--- config.mk ---
export PLATFORM = sky130hd
export DESIGN_NAME = signed_int_to_decimal_ascii
export DESIGN_NICKNAME = d
export VERILOG_FILES = /design/src/hw/rtl/sitda_pkg.sv /design/src/hw/rtl/sitda_dd_stage.sv /design/src/hw/rtl/signed_int_to_decimal_ascii.sv
export SDC_FILE = /design/constraint.sdc
export NUM_CORES = 1
export LEC_CHECK = 0
export ABC_AREA = 1
export ABC_CLOCK_PERIOD_IN_PS = 5600
export BUFFER_PORTS_ARGS = -buffer_cell sky130_fd_sc_hd__buf_4
export CAP_MARGIN = 10
export CORE_MARGIN = 5
export CORE_UTILIZATION = 44
export DETAILED_ROUTE_END_ITERATION = 10
export PLACE_DENSITY = 0.73
export SETUP_SLACK_MARGIN = 0.05
export SLEW_MARGIN = 10
export SYNTH_ARGS = -nofsm -noshare
export SYNTH_HDL_FRONTEND = slang
export SYNTH_SLANG_ARGS = --single-unit
--- constraint.sdc ---
create_clock -name clk_i -period 5.6 [get_ports clk_i]
set_clock_uncertainty 0.15 [all_clocks]
set_input_delay 0.28 -clock clk_i [delete_from_list [all_inputs] [get_ports clk_i]]
set_output_delay 0.28 -clock clk_i [all_outputs]
set_load 0.05 [all_outputs]
--- src/hw/rtl/sitda_pkg.sv ---
// ----------------------------------------------------------------------------
// sitda_pkg: shared constants and types
// Digit widths, ASCII codes and the pipeline word type of the converter.
// ----------------------------------------------------------------------------
package sitda_pkg;

  localparam int unsigned MagW    = 32;
  localparam int unsigned NDigits = 10;
  localparam int unsigned BcdW    = 4 * NDigits;
  localparam int unsigned NStages = 4;
  localparam int unsigned BitsPerStage = MagW / NStages;

  localparam logic [7:0] CharZero  = 8'd48;
  localparam logic [7:0] CharMinus = 8'd45;

  typedef struct packed {
    logic            neg;
    logic [MagW-1:0] mag;
    logic [BcdW-1:0] bcd;
  } dd_word_t;

  // One shift-add step: add 3 to every digit of 5 or more, then shift in a bit.
  function automatic logic [BcdW-1:0] dd_step(logic [BcdW-1:0] bcd, logic bit_in);
    logic [BcdW-1:0] adj;
    adj = bcd;
    for (int k = 0; k < NDigits; k++) begin
      if (adj[4*k +: 4] >= 4'd5) adj[4*k +: 4] = adj[4*k +: 4] + 4'd3;
    end
    return {adj[BcdW-2:0], bit_in};
  endfunction

endpackage

--- src/hw/rtl/sitda_dd_stage.sv ---
// ----------------------------------------------------------------------------
// sitda_dd_stage: one double-dabble pipeline stage
// Runs a fixed slice of shift-add steps on one word, with a stall-safe register.
// ----------------------------------------------------------------------------
module sitda_dd_stage import sitda_pkg::*; (
  input  logic     clk_i,
  input  logic     rst_ni,
  input  logic     valid_i,
  output logic     ready_o,
  input  dd_word_t word_i,
  output logic     valid_o,
  input  logic     ready_i,
  output dd_word_t word_o
);

  logic     valid_q;
  dd_word_t word_q, word_d;

  assign ready_o = !valid_q || ready_i;
  assign valid_o = valid_q;
  assign word_o  = word_q;

  always_comb begin
    word_d = word_i;
    for (int s = 0; s < BitsPerStage; s++) begin
      word_d.bcd = dd_step(word_d.bcd, word_d.mag[MagW-1]);
      word_d.mag = {word_d.mag[MagW-2:0], 1'b0};
    end
  end

  always_ff @(posedge clk_i or negedge rst_ni) begin
    if (!rst_ni) begin
      valid_q <= 1'b0;
    end else if (ready_o) begin
      valid_q <= valid_i;
    end
  end

  always_ff @(posedge clk_i) begin
    if (ready_o && valid_i) word_q <= word_d;
  end

endmodule

--- src/hw/rtl/signed_int_to_decimal_ascii.sv ---
// ----------------------------------------------------------------------------
// signed_int_to_decimal_ascii: signed 32-bit integer to decimal ASCII
// Four-stage double-dabble pipeline followed by a character serialiser.
// ----------------------------------------------------------------------------
// A word enters every cycle while the pipeline has room; each number passes
// through the four double-dabble stages (eight shift-add steps each) and
// then leaves as one to eleven characters, one per cycle while m_axis_tready
// is high, most significant first, with tlast on the final one. Sustained
// rate is set by the output serialiser: one character per cycle, unless stalled.
module signed_int_to_decimal_ascii import sitda_pkg::*; (
  input  logic        clk_i,
  input  logic        rst_ni,
  input  logic        s_axis_tvalid,
  output logic        s_axis_tready,
  input  logic [31:0] s_axis_tdata,   // [31:0] value
  output logic        m_axis_tvalid,
  input  logic        m_axis_tready,
  output logic [7:0]  m_axis_tdata,   // [7:0] char_code
  output logic        m_axis_tlast    // last_char
);

  dd_word_t w [NStages+1];
  logic     v [NStages+1];
  logic     r [NStages+1];

  always_comb begin
    w[0].neg = s_axis_tdata[31];
    w[0].mag = s_axis_tdata[31] ? (~s_axis_tdata + 32'd1) : s_axis_tdata;
    w[0].bcd = '0;
  end
  assign v[0]          = s_axis_tvalid;
  assign s_axis_tready = r[0];

  for (genvar g = 0; g < NStages; g++) begin : g_st
    sitda_dd_stage u_st (
      .clk_i, .rst_ni,
      .valid_i(v[g]), .ready_o(r[g]), .word_i(w[g]),
      .valid_o(v[g+1]), .ready_i(r[g+1]), .word_o(w[g+1])
    );
  end

  // Serialiser: holds one converted number and emits it character by character.
  logic            busy_q;
  logic            sign_q;
  logic [BcdW-1:0] bcd_q;
  logic [3:0]      idx_q;    // digit index being emitted, most significant first
  logic [3:0]      top;
  logic            fire, done;

  always_comb begin
    top = 4'd0;
    for (int k = 0; k < NDigits; k++) begin
      if (w[NStages].bcd[4*k +: 4] != 4'd0) top = 4'(k);
    end
  end

  assign m_axis_tvalid = busy_q;
  assign m_axis_tdata  = sign_q ? CharMinus : (CharZero + {4'd0, bcd_q[{idx_q, 2'b00} +: 4]});
  assign m_axis_tlast  = !sign_q && (idx_q == 4'd0);
  assign fire          = busy_q && m_axis_tready;
  assign done          = fire && m_axis_tlast;
  assign r[NStages]    = !busy_q || done;

  always_ff @(posedge clk_i or negedge rst_ni) begin
    if (!rst_ni) begin
      busy_q <= 1'b0;
    end else if (r[NStages]) begin
      busy_q <= v[NStages];
    end
  end

  always_ff @(posedge clk_i) begin
    if (r[NStages] && v[NStages]) begin
      sign_q <= w[NStages].neg;
      bcd_q  <= w[NStages].bcd;
      idx_q  <= top;
    end else if (fire) begin
      if (sign_q) sign_q <= 1'b0;
      else        idx_q  <= idx_q - 4'd1;
    end
  end

endmodule

### After elaboration in Yosys (flattened, before gate mapping)

Cells that the tools add are included.

| word-level totals | value |
|---|---|
| flip-flop bits (word level) | 250 |
| input bits | 36 |

| cells by class | value |
|---|---|
| $add $sub $neg | 268 |
| $lt $le $gt $ge | 265 |
| eq/ne operators | 1 |
| shift-type cells | 1 |
| multiplexer cells | 281 |
| bitwise logic cells | 1 |
| reduce and logical (&&, ||, !) cells | 31 |

Operators with widths:

| cell | count |
|---|---|
| greater-or-equal comparator 4 x 3 -> 1 bit (second input constant) | 255 |
| two-way mux 4 bit | 253 |
| adder 4 x 2 -> 4 bit (second input constant) | 234 |
| two-way mux 3 bit | 22 |
| adder 3 x 2 -> 3 bit (second input constant) | 21 |
| variable part select 40 x 7 -> 4 bit | 1 |
| nonzero test 4 bit | 9 |
| adder 32 x 1 -> 32 bit (second input constant) | 1 |
| two-way mux 32 bit | 1 |
| inverter 32 bit | 1 |
| adder 1 x 2 -> 3 bit (second input constant) | 9 |
| greater-or-equal comparator 1 x 3 -> 1 bit (second input constant) | 9 |
| logical AND 1 bit | 8 |
| adder 6 x 4 -> 7 bit (first input constant) | 1 |
| two-way mux 7 bit | 1 |
| zero test 1 bit | 6 |
| logical OR 1 bit | 5 |
| zero test 4 bit | 1 |
| two-way mux 1 bit | 4 |
| subtractor 4 x 1 -> 4 bit (second input constant) | 1 |
| adder 1 x 2 -> 3 bit (both inputs constant) | 1 |
| greater-or-equal comparator 1 x 3 -> 1 bit (both inputs constant) | 1 |
| inequality test 2 x 1 -> 1 bit (second input constant) | 1 |
| AND reduction 2 bit | 1 |
| nonzero test 2 bit | 1 |

### Logic depth before layout (Yosys ltp)

Gate-level depths: netlist of run 1.

| logic depth | value |
|---|---|
| depth after elaboration | 17 |
| gate-level depth with buffers | 48 |
| depth with buffers taken out | 48 |

### Cells and area by module

From an unflattened synthesis of run 1, not the netlist that was laid out.

| second synthesis, totals | value |
|---|---|
| cells, all modules | 6924 |
| area total of the unflattened synthesis | 43604.3 um^2 |

Modules (own cells, without submodules):

| module | instances | cells an instance | area each (um^2) | sequential area each (um^2) |
|---|---|---|---|---|
| sitda_dd_stage | 4 | 1633 | 10107.2 | 1976.9 |
| signed_int_to_decimal_ascii | 1 | 392 | 3175.5 | 1376.3 |

### Least setup slack after synthesis of run 1

OpenSTA, ideal clock, no wires.

| timing path | value |
|---|---|
| path type | input to register |
| start point | in s_axis_tdata[2] |
| end point | reg g_st[0].u_st.word_q, in the netlist g_st[0].u_st.word_o[5], data pin |
| arrival time | 5728 ps |
| path slack | -538 ps |
| cell stages on the path | 43 |
| buffers on the path | 0 |
| path through | nor2_2 > nand4_1 > nand3b_1 > nand3b_1 > nor3_2 > nand3_1 > nor2_2 > nand2_1 > nor2_1 > nand2_1 > nand2_1 > nand2_1 > nand2_1 > inv_1 > ha_1 > inv_1 > ha_1 > inv_1 > [... 7 more ...] > nor2_2 > xor2_1 > inv_1 > ha_1 > o21ai_1 > nand2_1 > o211ai_1 > ha_1 > inv_1 > ha_1 > or2_2 > nand2_1 > xnor2_1 > ha_1 > inv_1 > o21ai_0 > nand2_1 > xor2_1 |

RTL lines:

| element | RTL line | source |
|---|---|---|
| start: declaration | signed_int_to_decimal_ascii.sv:15 | `input logic [31:0] s_axis_tdata,` |
| end signal: assignment | sitda_dd_stage.sv:40 | `if (ready_o && valid_i) word_q <= word_d;` |
| end: declaration | sitda_dd_stage.sv:17 | `dd_word_t word_q, word_d;` |

==> results of run 1 <==
## Yosys cell counts, drive strengths merged (4+ instances only)
cell | count | share of area, %
nor2 | 109 | 1.8
buf | 4 | 0.11
clkbuf | 7 | 0.11
and2 | 45 | 1.3
nand3 | 469 | 13
o31ai | 6 | 0.19
inv | 608 | 9.8
nand2 | 1352 | 24
o211ai | 7 | 0.25
nand3b | 21 | 0.68
o221ai | 5 | 0.19
a31o | 9 | 0.34
a21o | 26 | 0.85
o22ai | 4 | 0.11
clkinv | 4 | 0.065
edfxtp | 199 | 26
xor2 | 76 | 3.2
a21oi | 24 | 0.53
o21ai | 150 | 4.0
ha | 144 | 7.8
xnor2 | 18 | 0.82
o21bai | 5 | 0.16
nand4 | 136 | 3.7
nor4 | 10 | 0.27
or2 | 7 | 0.19
dfrtp | 5 | 0.54
## area by class of cell
class,instances,area (um^2),share of cell area [%]
Multi-Input combinational cell,2645,17430,57.95
Sequential cell,204,6101,20.28
Timing Repair Buffer,328,2609,8.673
Inverter,612,2297,7.638
Tap cell,688,860.8,2.862
Clock buffer,30,644.4,2.142
Clock inverter,16,135.1,0.4493
## worst register-to-register path: cells and delay by family (launching register included)
family | cells | cell delay [ns]
buffers and inverters | 6 | 0.48
adder cells (fa/ha/maj) | 6 | 0.99
AND/OR/NAND/NOR | 33 | 3.24
flip-flops | 1 | 0.45
## repair_timing
action,in CTS,in global routing
pin swaps,23,307
setup buffers,22,150
hold buffers,17,0
endpoints found under the hold margin,21,0
endpoints found under the setup margin,30,84
gates resized for setup,25,657
## cells by family after synthesis
family / Yosys count / synth area share, %
other: 2 / 0.03233
muxes: 1 / 0.04309
buffers and inverters: 623 / 10.11
xor gates and xnor gates: 94 / 4.029
AOI/OAI and AO/OA: 250 / 7.050
and+or+nand+nor: 2153 / 44.71
DFF: 204 / 26.26
adders and majority gates: 144 / 7.756
## how the worst max path moves through the flow
stage                                 start                 endpoint  depth (start not counted)
floorplan                   s_axis_tdata[2]   g_st[0].u_st.word_o[5]                         44
global placement            s_axis_tdata[2]   g_st[0].u_st.word_o[2]                         47
detailed placement          s_axis_tdata[2]   g_st[0].u_st.word_o[2]                         47
CTS                 g_st[2].u_st.word_o[24]  g_st[3].u_st.word_o[25]                         43
global route                s_axis_tdata[0]   g_st[0].u_st.word_o[2]                         47
finish                      s_axis_tdata[2]   g_st[0].u_st.word_o[2]                         49
## per-stage QoR
stage | setup TNS [ns] | setup slack, ns | hold slack, ns | util [%]
after floorplan | -1.618 | -0.4073 | -0.1656 | -
after global placement | -4.320 | -0.6018 | -0.06436 | 48.08
after detailed placement | -5.792 | -0.7477 | -0.06124 | 48.08
after CTS | 0 | 0.05486 | 0.001678 | 50.38
after global routing | -7.853 | -0.4919 | 0.01613 | 57.35
final | -0.3010 | -0.08404 | 0.02663 | 57.35
## layer usage
layer	vias to the layer above	wire length (um)	part of all wire (%)
li1	12003	-	-
met1	10291	22230	42
met2	261	27820	53
met3	95	1277	2.4
met4	0	1291	2.5
met5	-	0	0
## flip-flops by register name (all words and copies together) (netlist names)
name               count
idx_q                  4
sign_q                 1
g_st.u_st.valid_o      4
g_st.u_st.word_o     154
bcd_q                 40
m_axis_tvalid          1
==> metrics, run 1 <==
failing checks=setup timing; GR Util met1=18.83%; met2 GRT Util=about 30%; Slew Limit Fails=0; Data arrival, critical path=a little under 6 ns; TritonCTS clock tree=built; Tcrit/Tclk final=101.5%; fill count=roughly 4.5k; number of synthesized flops with an enable pin=199; initial DRC count=947; initial antenna violation count=0; Sink Count=204; cell mode on critical path=nand2_2; Max stage delay on crit path=0.24 ns; final std cells w/o fill=4523; Core Area=0.05245 mm^2; CTS H-tree depth=1; CTS Buffer Depth=3; Top Ports=47; Post-Place Cells=4289; mapped cell area=approximately 0.023 mm^2; final instance area=0.03008 mm^2; clk root buf=clkbuf_16; setup repair after global routing missed its margin=true; Routed wire per std cell=approximately 12 um; Mapped Cells=between 3k and 4k; area delta synth->final=29.47%; delay-heaviest family, CP=simple AND/OR/NAND/NOR gates; drt drc=0; Top FF cell, synth=edfxtp_1; M3 GR Usage=1.623%; Buf/Inv on CP=11; number of antenna diodes=0; ratio of cells with drive above 1 in the final layout=32.75%; reg-to-reg startpoint=g_st[2].u_st.word_o[24]; crit path max fanout=4; Die W=239.8 um; worst hold stages=3; sequential cell area fraction in the yosys report=26.26%; Placed Area=between 0.02 and 0.03 mm^2; fin nets=3996; Final HPWL DP=36630 um; Setup-failing EPs final=6; crit path launch type=input port; Starting Density=44.30%; Port Buf Inserts=43; Hold Crit Class=input port to flip-flop; reg2reg setup slack=approximately 0.08 ns; Clock transition at path regs=0.05 ns; via count=between 20k and 25k; Clock Latency Late Sink=0.55 ns; final hold viol count=0; commonest non-fill, non-tap cell in the layout=nand2_1; worst r2r dst=g_st[3].u_st.word_o[25]; gr ovfl total=0; largest net degree at the start of global routing=45; gr busiest metal=met2; Final WS setup=-0.08404 ns; total CTS buffers=25; Period minus WS final=between 5 and 6 ns; Pre-Repair DR Iteration Count=5; synth unique cells=between 50 and 60; worst reg2reg path depth=45; share of flip-flops with an asynchronous set or reset=2.451%; Routed Antenna Nets=0; yosys warns=0; Slowest cell on crit path=nor3_2; GP Congestion=~0.84; worst hold start=s_axis_tdata[11]; Max Freq=approximately 180 MHz; Max Cap Viol=0; CP Class=input port to flip-flop; synthesized flop and latch total=204; Setup crit end kind=flip-flop; max_slew headroom=between 40% and 50%; die area=0.05749 mm^2; number of global-route vias before repair=19.38k; Avg Cell Area, Syn=6.693 um^2; most frequent cells in the layout=nand2_1, inv_1, nand2_2, buf_4, nand3_1; row cnt=84; Hold Crit Endpoint=g_st[0].u_st.word_o[59]; via/cell ratio=5.008; die height=239.8 um; routed wire length=between 50000 and 60000 um; Slew @ Worst Pin=0.8386 ns; Worst Path Required=5.74 ns; first-pass GRT wire length=between 70000 and 80000 um; outcome=finished with violations; total global-route track usage=15.48%
Power of run 1 is left out: the tool's default activity adds up to more than one toggle a clock period on the data nets, which glitch-free logic cannot reach.
==> run 2: changes to the inputs <==
--- a/config.mk
+++ b/config.mk
@@ -12,9 +12,10 @@
 export CORE_MARGIN = 5
 export CORE_UTILIZATION = 44
 export DETAILED_ROUTE_END_ITERATION = 10
-export PLACE_DENSITY = 0.73
+export PLACE_DENSITY = 0.72
 export SETUP_SLACK_MARGIN = 0.05
 export SLEW_MARGIN = 10
 export SYNTH_ARGS = -nofsm -noshare
 export SYNTH_HDL_FRONTEND = slang
+export SYNTH_HIERARCHICAL = 1
 export SYNTH_SLANG_ARGS = --single-unit
==> run 2 against run 1 <==
Compared with the run above:
- the run still ends with setup timing left
- final area increased by 70%
- wire length rose by 82%
- clock-buffer cell count increased by 1
- fmax is 4.6% lower
- synthesized area up 80%
- cell count is 92% higher
- critical path depth down 1
- register-to-register slack worse by 0.44 ns
- largest cell class unchanged
==> metrics, run 2 <==
outcome=finished with violations; failing checks=setup timing; Met1 Routed Length=38240 um; commonest non-fill, non-tap cell in the layout=nand2_1; Port Buf Inserts=43; Clock transition at path regs=0.07 ns; Core Area=0.09473 mm^2; Setup crit end kind=flip-flop; max FFs per register=212; setup_tns=-1.773 ns; routed wire length=~96000 um; Multi-input gate area=0.03299 mm^2; crit path launch type=flip-flop; most frequent cells in the layout=nand2_1, inv_1, nand2_2, nand3_1, buf_4; cell mode on critical path=nand2_2; row cnt=113; setup repair after global routing missed its margin=true; GP Congestion=approximately 0.86; gr ovfl total=0; Pre-Repair DR Iteration Count=7; max_slew headroom=36.07%; crit path capture=g_st[3].u_st/word_o[38]; area delta synth->final=22.26%; mapped cell area=between 0.04 and 0.05 mm^2; worst r2r dst=g_st[3].u_st/word_o[38]; total CTS buffers=31; delay-heaviest family, CP=simple AND/OR/NAND/NOR gates; clk root buf=clkbuf_16; Tcrit/Tclk final=106.4%; WL met3=1971 um; Setup-failing EPs final=8; Max stage delay on crit path=0.77 ns; Final WS setup=-0.3602 ns; Slowest cell on crit path=o21ai_0; CP Depth=48; crit path max fanout=4; initial DRC count=approximately 1.7k; Slew Limit Fails=0; Setup crit start=g_st[2].u_st/word_o[32]; Final HPWL DP=72020 um; Mapped Cells=between 6k and 7k; initial antenna violation count=1; Max Freq=167.8 MHz; via/cell ratio=4.935; number of global-route vias before repair=39.09k; largest net degree at the start of global routing=66; fill count=a little under 9k; Avg Cell Area, Syn=6.127 um^2; Slew @ Worst Pin=0.9489 ns; top sig layer=met4; drt drc=0; first-pass GRT wire length=157700 um; CTS Buffer Depth=3; CTS H-tree depth=1; die height=about 320 um; Routed Antenna Nets=0; ratio of cells with drive above 1 in the final layout=28.38%; Routed wire per std cell=approximately 11 um; die area=0.1015 mm^2; Period minus WS final=around 6.0 ns; routed wl met2=~53000 um; Clock Latency Late Sink=0.60 ns; CP Class=flip-flop to flip-flop; yosys warns=6; Max Cap Viol=0; Storage cell area=0.007843 mm^2; total global-route track usage=17.04%; Sink Count=262; Die W=318.6 um; number of antenna diodes=0; Starting Density=44.24%; final hold viol count=0; Worst Path Required=about 5.8 ns; fin nets=just under 8k; Buf/Inv on CP=11; worst reg2reg path depth=48; TritonCTS clock tree=built; reg-to-reg startpoint=g_st[2].u_st/word_o[32]; reg2reg setup slack=-0.36 ns; via count=42.90k; Hold Crit Class=input port to flip-flop; Top Ports=47; Data arrival, critical path=around 6.2 ns
run 2: what timing repair did:
| action | CTS | global route |
|---|---|---|
| setup buffers | 107 | 113 |
| pin swaps | 86 | 298 |
| gates resized for setup | 159 | 659 |
| setup endpoints to repair | 16 | 104 |
| hold endpoints to repair | 32 | 0 |
| hold buffers | 28 | 0 |
run 2: worst min-delay path by stage:
| stage | cells past startpoint | endpoint | slack, ns | start |
|---|---|---|---|---|
| 3_3_place_gp | 1 | m_axis_tvalid | -0.06 | rst_ni |
| 5_1_grt | 3 | g_st[0].u_st/word_o[65] | 0.03 | s_axis_tdata[17] |
| 4_1_cts | 3 | g_st[0].u_st/word_o[65] | 0.02 | s_axis_tdata[17] |
| 6_report | 3 | g_st[0].u_st/word_o[65] | 0.05 | s_axis_tdata[17] |
| 2_1_floorplan | 0 | g_st[0].u_st/valid_o | -0.17 | rst_ni |
| 3_5_place_dp | 1 | m_axis_tvalid | -0.06 | rst_ni |
run 2: worst reg2reg max path, delay by kind of cell (launching register included):
family	cells	cell delay, ns
simple gates	30	2.73
fa+ha+maj	6	0.91
buf+inv	11	0.78
compound gates	1	0.77
flops	1	0.41
run 2: layout make-up:
cell class / count / share of cell area, %
Clock buffer: 31 / 1.514
Clock inverter: 27 / 0.4884
Inverter: 1193 / 8.760
Multi-Input combinational cell: 5488 / 64.39
Sequential cell: 262 / 15.31
Tap cell: 1265 / 3.089
Timing Repair Buffer: 426 / 6.454
run 2: per-stage QoR:
step	utilization (%)	setup WS, ns	std cells	hold WS, ns	area (um^2)
floorplan	-	0.05333	6955	-0.1656	42400
global placement	47.84	-0.2437	8387	-0.06269	45320
detailed placement	47.84	-0.4049	8387	-0.05886	45320
CTS	50.63	-0.02801	8580	0.02464	47960
global route	54.09	-0.7099	8692	0.02619	51240
finish	54.09	-0.3602	8692	0.04907	51240
run 2: metal layers:
metal,vias to the layer above,GRT usage [%]
met4,0,4.478
met1,19161,18.09
met5,-,0
li1,23018,-
met3,212,1.284
met2,505,35.53
Power of run 2 is left out for the same reason.
